==> config.mk <==
export PLATFORM = sky130hd
export DESIGN_NAME = sha1_message_digest
export DESIGN_NICKNAME = d
export VERILOG_FILES = /design/src/hw/rtl/sha1md_pkg.sv /design/src/hw/rtl/sha1md_sched.sv /design/src/hw/rtl/sha1_message_digest.sv
export SDC_FILE = /design/constraint.sdc
export NUM_CORES = 2
export LEC_CHECK = 0
export BUFFER_PORTS_ARGS = -buffer_cell sky130_fd_sc_hd__buf_2
export CAP_MARGIN = 20
export CELL_PAD_IN_SITES_DETAIL_PLACEMENT = 0
export CELL_PAD_IN_SITES_GLOBAL_PLACEMENT = 2
export CORE_MARGIN = 5
export CORE_UTILIZATION = 44
export DETAILED_ROUTE_END_ITERATION = 12
export GPL_ROUTABILITY_DRIVEN = 0
export HOLD_SLACK_MARGIN = 0.1
export PLACE_DENSITY = 0.9
export SLEW_MARGIN = 10
export SYNTH_ARGS = -nofsm -noshare
export SYNTH_HDL_FRONTEND = slang
export SYNTH_SLANG_ARGS = --single-unit
==> constraint.sdc <==
create_clock -name aclk -period 21.9 [get_ports aclk]
set_clock_uncertainty 0.05 [all_clocks]
set_input_delay 4.38 -clock aclk [delete_from_list [all_inputs] [get_ports aclk]]
set_output_delay 4.38 -clock aclk [all_outputs]
set_load 0.01 [all_outputs]
==> src/hw/rtl/sha1md_pkg.sv <==
// ----------------------------------------------------------------------------
// SHA-1 message digest package
// Request types, schedule control bundle, SHA-1 constants and helpers shared
// by the digest top level and the schedule memory.
// ----------------------------------------------------------------------------
package sha1md_pkg;

    // Number of chaining (digest) words and the index of the last one.
    localparam int unsigned DigestWords = 5;
    localparam logic [2:0]  LastWordIdx = 3'd4;

    // Index of the final compression round.
    localparam logic [6:0]  RndLast     = 7'd79;

    // Initial chaining values.
    localparam logic [31:0] InitChain [DigestWords] = '{
        32'h67452301, 32'hefcdab89, 32'h98badcfe, 32'h10325476, 32'hc3d2e1f0
    };

    // Round constants, one for each group of twenty rounds.
    localparam logic [31:0] RoundK0 = 32'h5a827999;
    localparam logic [31:0] RoundK1 = 32'h6ed9eba1;
    localparam logic [31:0] RoundK2 = 32'h8f1bbcdc;
    localparam logic [31:0] RoundK3 = 32'hca62c1d6;

    // Input request: one message byte and the end-of-message flag.
    typedef struct packed {
        logic [7:0] data_byte;
        logic       data_valid;
        logic       end_of_message;
    } in_item_t;

    // Output request: one digest word.
    typedef struct packed {
        logic [31:0] digest_word;
        logic [2:0]  word_index;
        logic        last_word;
    } out_item_t;

    // Control of the schedule memory and its expansion window.
    typedef struct packed {
        logic        wr_en;
        logic [3:0]  wr_addr;
        logic [31:0] wr_data;
        logic [3:0]  rd_addr;
        logic        use_mem;
        logic        step;
    } sched_ctrl_t;

    // Rotate a 32-bit word left by a constant amount.
    function automatic logic [31:0] rotl(input logic [31:0] v, input int unsigned n);
        return (v << n) | (v >> (32 - n));
    endfunction

endpackage

==> src/hw/rtl/sha1md_sched.sv <==
// ----------------------------------------------------------------------------
// SHA-1 schedule memory
// Sixteen-word block buffer with a registered read port, plus the sliding
// window that expands the message schedule for rounds sixteen and up.
// ----------------------------------------------------------------------------
module sha1md_sched (
    input  logic                     aclk,
    input  sha1md_pkg::sched_ctrl_t  ctrl,
    output logic [31:0]              w
);

    // Block buffer memory and its registered read data.
    logic [31:0] mem [16];
    logic [31:0] rd_data_reg;

    // Last sixteen schedule words; entry 15 is the newest.
    logic [31:0] win_reg [16];

    logic [31:0] w_expand;

    // Block buffer: one write port and one registered read port.
    always_ff @(posedge aclk) begin
        if (ctrl.wr_en) begin
            mem[ctrl.wr_addr] <= ctrl.wr_data;
        end
        rd_data_reg <= mem[ctrl.rd_addr];
    end

    // Expanded word from W[t-3], W[t-8], W[t-14] and W[t-16].
    assign w_expand = sha1md_pkg::rotl(win_reg[13] ^ win_reg[8] ^ win_reg[2] ^ win_reg[0], 1);
    assign w        = ctrl.use_mem ? rd_data_reg : w_expand;

    // Window shifts once per round.
    always_ff @(posedge aclk) begin
        if (ctrl.step) begin
            for (int i = 0; i < 15; i++) begin
                win_reg[i] <= win_reg[i + 1];
            end
            win_reg[15] <= w;
        end
    end

endmodule

==> src/hw/rtl/sha1_message_digest.sv <==
// ----------------------------------------------------------------------------
// SHA-1 message digest
// Byte-serial SHA-1 hasher with standard padding and a five-word digest output.
// ----------------------------------------------------------------------------
// Usage:
//   Each request on the s_ channel carries one message byte (when data_valid
//   is set) and an end_of_message flag that closes the message after that
//   byte. Bytes are packed big-endian into a sixteen-word block memory.
//   A full 64-byte block runs the compression: a load of the working
//   words, 80 rounds at one round per cycle (the round adder chain and the
//   single read port of the block memory set this), and a fold into
//   the chaining words; s_ready is low throughout. A byte that does
//   not finish a block is absorbed while s_ready stays high.
//   On end of message the padding writes one word per cycle from the current
//   word to word 15, then compresses; when fewer than eight bytes remain after
//   the 0x80 byte a second padded block (16 writes, then compression) follows.
//   The DONE state hands the digest to the output buffer, after which the next
//   message may start while the five m_ requests (word 0 first, one per cycle
//   while m_ready is high) drain. If the receiver stalls the previous digest,
//   a closing message waits before that hand-off until the buffer is empty.
//   Reset returns the chaining words to the SHA-1 initial values and empties
//   the output buffer; the block memory needs no clearing.
// ----------------------------------------------------------------------------
module sha1_message_digest (
    input  logic                   aclk,
    input  logic                   aresetn,
    input  logic                   s_valid,
    output logic                   s_ready,
    input  sha1md_pkg::in_item_t   s_data,
    output logic                   m_valid,
    input  logic                   m_ready,
    output sha1md_pkg::out_item_t  m_data
);

    // Sequencer states.
    localparam logic [2:0] ST_IDLE  = 3'd0;
    localparam logic [2:0] ST_PAD   = 3'd1;
    localparam logic [2:0] ST_LOAD  = 3'd2;
    localparam logic [2:0] ST_ROUND = 3'd3;
    localparam logic [2:0] ST_FOLD  = 3'd4;
    localparam logic [2:0] ST_DONE  = 3'd5;

    logic [2:0]  state_reg,    state_next;
    logic [6:0]  rnd_reg,      rnd_next;
    logic [5:0]  n_reg,        n_next;
    logic [54:0] blk_cnt_reg,  blk_cnt_next;
    logic [23:0] pack_reg,     pack_next;
    logic [3:0]  widx_reg,     widx_next;
    logic        first_reg,    first_next;
    logic        len_blk_reg,  len_blk_next;
    logic        closing_reg,  closing_next;
    logic        end_pend_reg, end_pend_next;
    logic        out_busy_reg, out_busy_next;
    logic [2:0]  out_cnt_reg,  out_cnt_next;
    logic [31:0] chain_reg [sha1md_pkg::DigestWords];
    logic [31:0] chain_next [sha1md_pkg::DigestWords];
    logic [31:0] wk_reg [sha1md_pkg::DigestWords];
    logic [31:0] wk_next [sha1md_pkg::DigestWords];
    logic [31:0] dig_reg [sha1md_pkg::DigestWords];
    logic [31:0] dig_next [sha1md_pkg::DigestWords];

    sha1md_pkg::sched_ctrl_t sched_ctrl;
    logic [31:0] sched_w;
    logic        s_fire;
    logic        m_fire;
    logic [5:0]  n_after;
    logic [63:0] total_bits;
    logic [31:0] pad_word;
    logic [31:0] f_val;
    logic [31:0] k_val;
    logic [31:0] temp;

    // Schedule memory and expansion window.
    sha1md_sched u_sched (
        .aclk (aclk),
        .ctrl (sched_ctrl),
        .w    (sched_w)
    );

    assign s_ready = (state_reg == ST_IDLE);
    assign s_fire  = s_valid && s_ready;
    assign m_valid = out_busy_reg;
    assign m_fire  = out_busy_reg && m_ready;

    // Output request comes straight from the head of the digest buffer.
    assign m_data.digest_word = dig_reg[0];
    assign m_data.word_index  = out_cnt_reg;
    assign m_data.last_word   = (out_cnt_reg == sha1md_pkg::LastWordIdx);

    // Message length in bits: whole blocks, then bytes of the open block.
    assign total_bits = {blk_cnt_reg, n_reg, 3'b000};
    assign n_after    = s_data.data_valid ? n_reg + 6'd1 : n_reg;

    // Padding word for the current write position.
    always_comb begin
        pad_word = '0;
        if (first_reg) begin
            case (n_reg[1:0])
                2'd0:    pad_word = 32'h80000000;
                2'd1:    pad_word = {pack_reg[7:0], 24'h800000};
                2'd2:    pad_word = {pack_reg[15:0], 16'h8000};
                default: pad_word = {pack_reg[23:0], 8'h80};
            endcase
        end else if (len_blk_reg && widx_reg == 4'd14) begin
            pad_word = total_bits[63:32];
        end else if (len_blk_reg && widx_reg == 4'd15) begin
            pad_word = total_bits[31:0];
        end
    end

    // Round function and constant for the current group of twenty rounds.
    always_comb begin
        if (rnd_reg < 7'd20) begin
            f_val = (wk_reg[1] & wk_reg[2]) | (~wk_reg[1] & wk_reg[3]);
            k_val = sha1md_pkg::RoundK0;
        end else if (rnd_reg < 7'd40) begin
            f_val = wk_reg[1] ^ wk_reg[2] ^ wk_reg[3];
            k_val = sha1md_pkg::RoundK1;
        end else if (rnd_reg < 7'd60) begin
            f_val = (wk_reg[1] & wk_reg[2]) | (wk_reg[1] & wk_reg[3])
                  | (wk_reg[2] & wk_reg[3]);
            k_val = sha1md_pkg::RoundK2;
        end else begin
            f_val = wk_reg[1] ^ wk_reg[2] ^ wk_reg[3];
            k_val = sha1md_pkg::RoundK3;
        end
    end

    assign temp = sha1md_pkg::rotl(wk_reg[0], 5) + f_val + wk_reg[4] + k_val + sched_w;

    // Sequencer and output buffer next-state logic.
    always_comb begin
        state_next    = state_reg;
        rnd_next      = rnd_reg;
        n_next        = n_reg;
        blk_cnt_next  = blk_cnt_reg;
        pack_next     = pack_reg;
        widx_next     = widx_reg;
        first_next    = first_reg;
        len_blk_next  = len_blk_reg;
        closing_next  = closing_reg;
        end_pend_next = end_pend_reg;
        out_busy_next = out_busy_reg;
        out_cnt_next  = out_cnt_reg;
        chain_next    = chain_reg;
        wk_next       = wk_reg;
        dig_next      = dig_reg;
        sched_ctrl    = '0;

        // Digest buffer drains one word per accepted request.
        if (m_fire) begin
            for (int i = 0; i < sha1md_pkg::DigestWords - 1; i++) begin
                dig_next[i] = dig_reg[i + 1];
            end
            if (out_cnt_reg == sha1md_pkg::LastWordIdx) begin
                out_busy_next = 1'b0;
                out_cnt_next  = '0;
            end else begin
                out_cnt_next = out_cnt_reg + 3'd1;
            end
        end

        case (state_reg)
            ST_IDLE: begin
                if (s_fire) begin
                    // Absorb the byte; a completed word goes to memory.
                    if (s_data.data_valid) begin
                        pack_next = {pack_reg[15:0], s_data.data_byte};
                        n_next    = n_reg + 6'd1;
                        if (n_reg[1:0] == 2'd3) begin
                            sched_ctrl.wr_en   = 1'b1;
                            sched_ctrl.wr_addr = n_reg[5:2];
                            sched_ctrl.wr_data = {pack_reg, s_data.data_byte};
                        end
                    end
                    if (s_data.data_valid && n_reg == 6'd63) begin
                        blk_cnt_next  = blk_cnt_reg + 55'd1;
                        end_pend_next = s_data.end_of_message;
                        state_next    = ST_LOAD;
                    end else if (s_data.end_of_message) begin
                        // Close the message: pad from the current word.
                        widx_next    = n_after[5:2];
                        first_next   = 1'b1;
                        len_blk_next = (n_after[5:3] != 3'd7);
                        closing_next = 1'b1;
                        state_next   = ST_PAD;
                    end
                end
            end
            ST_PAD: begin
                sched_ctrl.wr_en   = 1'b1;
                sched_ctrl.wr_addr = widx_reg;
                sched_ctrl.wr_data = pad_word;
                first_next         = 1'b0;
                widx_next          = widx_reg + 4'd1;
                if (widx_reg == 4'd15) begin
                    state_next = ST_LOAD;
                end
            end
            ST_LOAD: begin
                sched_ctrl.rd_addr = '0;
                wk_next            = chain_reg;
                rnd_next           = '0;
                state_next         = ST_ROUND;
            end
            ST_ROUND: begin
                // One round per cycle; prefetch the next buffered word.
                sched_ctrl.rd_addr = rnd_reg[3:0] + 4'd1;
                sched_ctrl.use_mem = (rnd_reg < 7'd16);
                sched_ctrl.step    = 1'b1;
                wk_next[4]         = wk_reg[3];
                wk_next[3]         = wk_reg[2];
                wk_next[2]         = sha1md_pkg::rotl(wk_reg[1], 30);
                wk_next[1]         = wk_reg[0];
                wk_next[0]         = temp;
                rnd_next           = rnd_reg + 7'd1;
                if (rnd_reg == sha1md_pkg::RndLast) begin
                    state_next = ST_FOLD;
                end
            end
            ST_FOLD: begin
                for (int i = 0; i < sha1md_pkg::DigestWords; i++) begin
                    chain_next[i] = chain_reg[i] + wk_reg[i];
                end
                if (closing_reg) begin
                    if (len_blk_reg) begin
                        state_next = ST_DONE;
                    end else begin
                        // Extra block that holds only zeros and the length.
                        len_blk_next = 1'b1;
                        first_next   = 1'b0;
                        widx_next    = '0;
                        state_next   = ST_PAD;
                    end
                end else if (end_pend_reg) begin
                    // Message ended on a block boundary.
                    end_pend_next = 1'b0;
                    closing_next  = 1'b1;
                    first_next    = 1'b1;
                    len_blk_next  = 1'b1;
                    widx_next     = '0;
                    state_next    = ST_PAD;
                end else begin
                    state_next = ST_IDLE;
                end
            end
            ST_DONE: begin
                // Hand the digest over once the buffer is free.
                if (!out_busy_reg) begin
                    dig_next      = chain_reg;
                    out_busy_next = 1'b1;
                    out_cnt_next  = '0;
                    chain_next    = sha1md_pkg::InitChain;
                    n_next        = '0;
                    blk_cnt_next  = '0;
                    closing_next  = 1'b0;
                    state_next    = ST_IDLE;
                end
            end
            default: begin
                state_next = ST_IDLE;
            end
        endcase
    end

    // Control registers.
    always_ff @(posedge aclk) begin
        if (!aresetn) begin
            state_reg    <= ST_IDLE;
            rnd_reg      <= '0;
            n_reg        <= '0;
            blk_cnt_reg  <= '0;
            widx_reg     <= '0;
            first_reg    <= 1'b0;
            len_blk_reg  <= 1'b0;
            closing_reg  <= 1'b0;
            end_pend_reg <= 1'b0;
            out_busy_reg <= 1'b0;
            out_cnt_reg  <= '0;
            chain_reg    <= sha1md_pkg::InitChain;
        end else begin
            state_reg    <= state_next;
            rnd_reg      <= rnd_next;
            n_reg        <= n_next;
            blk_cnt_reg  <= blk_cnt_next;
            widx_reg     <= widx_next;
            first_reg    <= first_next;
            len_blk_reg  <= len_blk_next;
            closing_reg  <= closing_next;
            end_pend_reg <= end_pend_next;
            out_busy_reg <= out_busy_next;
            out_cnt_reg  <= out_cnt_next;
            chain_reg    <= chain_next;
        end
    end

    // Payload registers.
    always_ff @(posedge aclk) begin
        pack_reg <= pack_next;
        wk_reg   <= wk_next;
        dig_reg  <= dig_next;
    end

    // The last round always hands over to the fold.
    a_round_end: assert property (@(posedge aclk) disable iff (!aresetn)
        (state_reg == ST_ROUND && rnd_reg == sha1md_pkg::RndLast) |=> (state_reg == ST_FOLD))
        else $error("compression did not fold after the last round");

    // While rounds run the block memory is only read, never written.
    a_no_write_in_round: assert property (@(posedge aclk) disable iff (!aresetn)
        (state_reg == ST_ROUND) |-> !sched_ctrl.wr_en)
        else $error("block memory written during compression");

    // The first padding word lands on the word holding the open bytes.
    a_pad_start: assert property (@(posedge aclk) disable iff (!aresetn)
        (state_reg == ST_PAD && first_reg) |-> (widx_reg == n_reg[5:2]))
        else $error("padding started at the wrong word");

    // Taking the last digest word empties the output buffer.
    a_last_drains: assert property (@(posedge aclk) disable iff (!aresetn)
        (m_valid && m_ready && m_data.last_word) |=> !m_valid)
        else $error("digest buffer still busy after its last word");

endmodule

==> metrics.yaml <==
grt_max_degree: 137
worstSetupStartpointType: "register"
multi_input_area_um2: 26900
die_x_um: 421
wl_um: 197000
path_common_cell: "fa_1"
seqCellArea_um2: 45300
synth_cells: 6249
cts_resized: 0
synthTopCellsByArea: "edfxtp_1 (50%), dfxtp_1 (11%), nand2_1 (5.4%)"
tightest_slew_ns: 1.09
initial_utilization_pct: 44.3
avgSynthCellArea_um2: 11.9
cts_setup_buffers: 0
crit_family: "compound AO/OA/AOI/OAI gates"
drc_errors: 0
fp.dieH_um: 421
synth_top_area_share_pct: 50.2
place_ws_ns: 13.27
endpoint_kind: "register"
min_from: "u_sched.win_reg[0][56]$_DFFE_PN_"
slew_violations: 0
synth-edff-count: 1240
post-route-min-period_ns: 8.89
cts_tree: "yes"
grt-ovfl-total: 0
dr.pass1.iters: 6
worst-path-buf-inv: 4
syn_area_um2: 74200
htreeDepth: 4
rrSetupSlack_ns: 13.01
slew_headroom_pct: 27.4
portBuffers: 51
tns_ns: 0
clkSlewWorstSetupHoldPaths_ns: 0.06
path_class: "reg -> reg"
cts_buffers: 170
clock_path_buffers: 3
crit_start: "rnd_reg[2]$_SDFFE_PN0P_"
final_cell_area_um2: 82700
drive_gt1_share_pct: 7.90
fin_crit_sh_pct: 40.6
routedWlPerCell_um: 22.9
ys_async_sr_fraction_pct: 0
rr_startpoint: "rnd_reg[2]$_SDFFE_PN0P_"
vias: 48681
synth_fp_nets: 6592
arrival_ns: 9.39
path_cells: "a41oi_1, nand2_1, nand2_1, clkinv_1, a221o_1, fa_1, inv_1, fa_1, fa_1, inv_1, ha_1, inv_1, fa_1, nor2b_1, o21a_1, o21ai_1, a21oi_1, o21ai_1, a21oi_1, a41o_1, a311oi_2, o21ai_0, mux2i_1, o21ai_0"
synth_seq_cells: 1643
clk_latency_ns: 0.84
vias_per_cell: 5.66
synth_cell_type_count: 97
powerDensity_nw_per_um2: 95.5
max_stage_delay_ns: 1.01
crit_fanout: 18
fill_cells: 14686
ant_nets: 0
drtIter0Drc: 4627
ctsHoldBuffers: 0
yosysWarningCount: 0
fmax_mhz: 113
die-area_um2: 177000
cp.required_ns: 22.40
yosys_most_used_dff: "edfxtp_1"
dp_hpwl_um: 130000
yosysTopAreaCell: "edfxtp_1"
vdd_drop_max_uv: 87.5
setup_violations: 0
antenna_found_initial: 6
min_path_type: "reg -> reg"
root_buffer: "clkbuf_16"
hold_viol: 0
rsz0062_at_grt: "no"
io_pins: 52
clock_sinks: 1643
grt_pass1_vias: 46424
yosys-top-cells-count: "edfxtp_1 (1,240), nand2_1 (1,060), dfxtp_1 (403)"
place_area_um2: 76900
grt_pass1_wl_um: 293000
drv_cap: 0
p_leak_nw: 30.7
nets: 6586
area.growth.synth_to_final_pct: 11.5
ys_seq_area_share_pct: 61.0
track_usage_pct: 21.8
coreArea_um2: 167000
worst_slack_ns: 13.01
crit_slowest_cell: "nand2_1"
yosysMostFrequentCell: "edfxtp_1"
status: "completed"
placementRows: 150
[worst reg2reg max path: cells and delay by family, from the launching register on]
kind | cells | cell delay, ns
compound gates | 11 | 2.92
fa+ha+maj | 5 | 2.07
simple gates | 3 | 1.79
buf+inv | 4 | 1.20
flops | 1 | 0.38
mux | 1 | 0.20
[final timing paths]
path,endpoint,depth (start not counted)
hold reg to reg,u_sched.win_reg[0][24]$_DFFE_PN_,0
setup reg to reg,wk_reg[159]$_DFFE_PP_,24
setup / recovery,wk_reg[159]$_DFFE_PP_,24
hold / removal,u_sched.win_reg[0][24]$_DFFE_PN_,0
[power breakdown]
group	leakage [nW]	internal [W]	switching [W]
Clock	2.76	0.00163	0.00127
Sequential	14.6	0.00354	0.000139
Combinational	13.3	0.000508	0.000817
[through the flow]
| stage | hold slack (ns) | util [%] | cells | power [W] |
|---|---|---|---|---|
| 6_report | 0.328 | 49.4 | 8600 | 0.00790 |
| 5_1_grt | 0.325 | 49.4 | 8595 | 0.00826 |
| 4_1_cts | 0.317 | 49.4 | 8590 | 0.00796 |
| 3_5_place_dp | 0.355 | 46.0 | 8270 | 0.00506 |
| 3_3_place_gp | 0.350 | 45.9 | 8268 | 0.00505 |
| 2_1_floorplan | 0.350 | - | 6249 | 0.00467 |
[cell usage in the layout, fill, tap and decap left out, types with 31 or more instances in the layout]
cell | synthesis | routed
mux2i_1 | 233 | 233
dfxtp_1 | 403 | 402
clkinv_1 | 3 | 33
nor2_1 | 312 | 293
clkinv_2 | 0 | 35
and3_1 | 32 | 31
nand3_1 | 145 | 145
a311oi_1 | 101 | 101
nor3_1 | 54 | 53
a211oi_1 | 81 | 81
a21oi_1 | 285 | 285
nand2_1 | 1060 | 1053
clkbuf_16 | 0 | 170
fa_1 | 125 | 125
buf_2 | 5 | 51
a21o_1 | 98 | 98
clkbuf_1 | 249 | 32
a22oi_1 | 34 | 34
xor2_1 | 115 | 115
nor2b_1 | 101 | 99
buf_4 | 33 | 91
a31oi_1 | 59 | 59
o21ai_0 | 345 | 345
a221oi_1 | 35 | 35
ha_1 | 204 | 203
inv_1 | 260 | 258
xnor2_1 | 180 | 180
edfxtp_1 | 1240 | 1240
[logic make-up after synthesis]
logic type               synth area share (%)
AO/OA/AOI/OAI                            11.6
XOR/XNOR                                 3.48
buffers and inverters                    3.19
adder cells (fa/ha/maj)                  6.81
flip-flops                               61.0
AND/OR/NAND/NOR                          10.7
multiplexers                             3.17
[layer usage]
layer  vias up  global-route usage [%]  share of wire (%)
met4         8                    5.58                2.3
met2      1658                    34.7                 46
met1     24147                    31.3                 45
met3       256                    3.81                6.6
met5         -                       0              0.031
li1      22612                       -                  -
[cell type report]
type                            instances  area share [%]
Clock buffer                          216            5.52
Clock inverter                        104            1.37
Multi-Input combinational cell       4012            32.5
Tap cell                             2204            3.33
Sequential cell                      1643            54.8
Timing Repair Buffer                  150            1.32
Inverter                              266            1.23
Antenna cell                            5          0.0151
No activity file was read; power rests on OpenSTA's default activity.
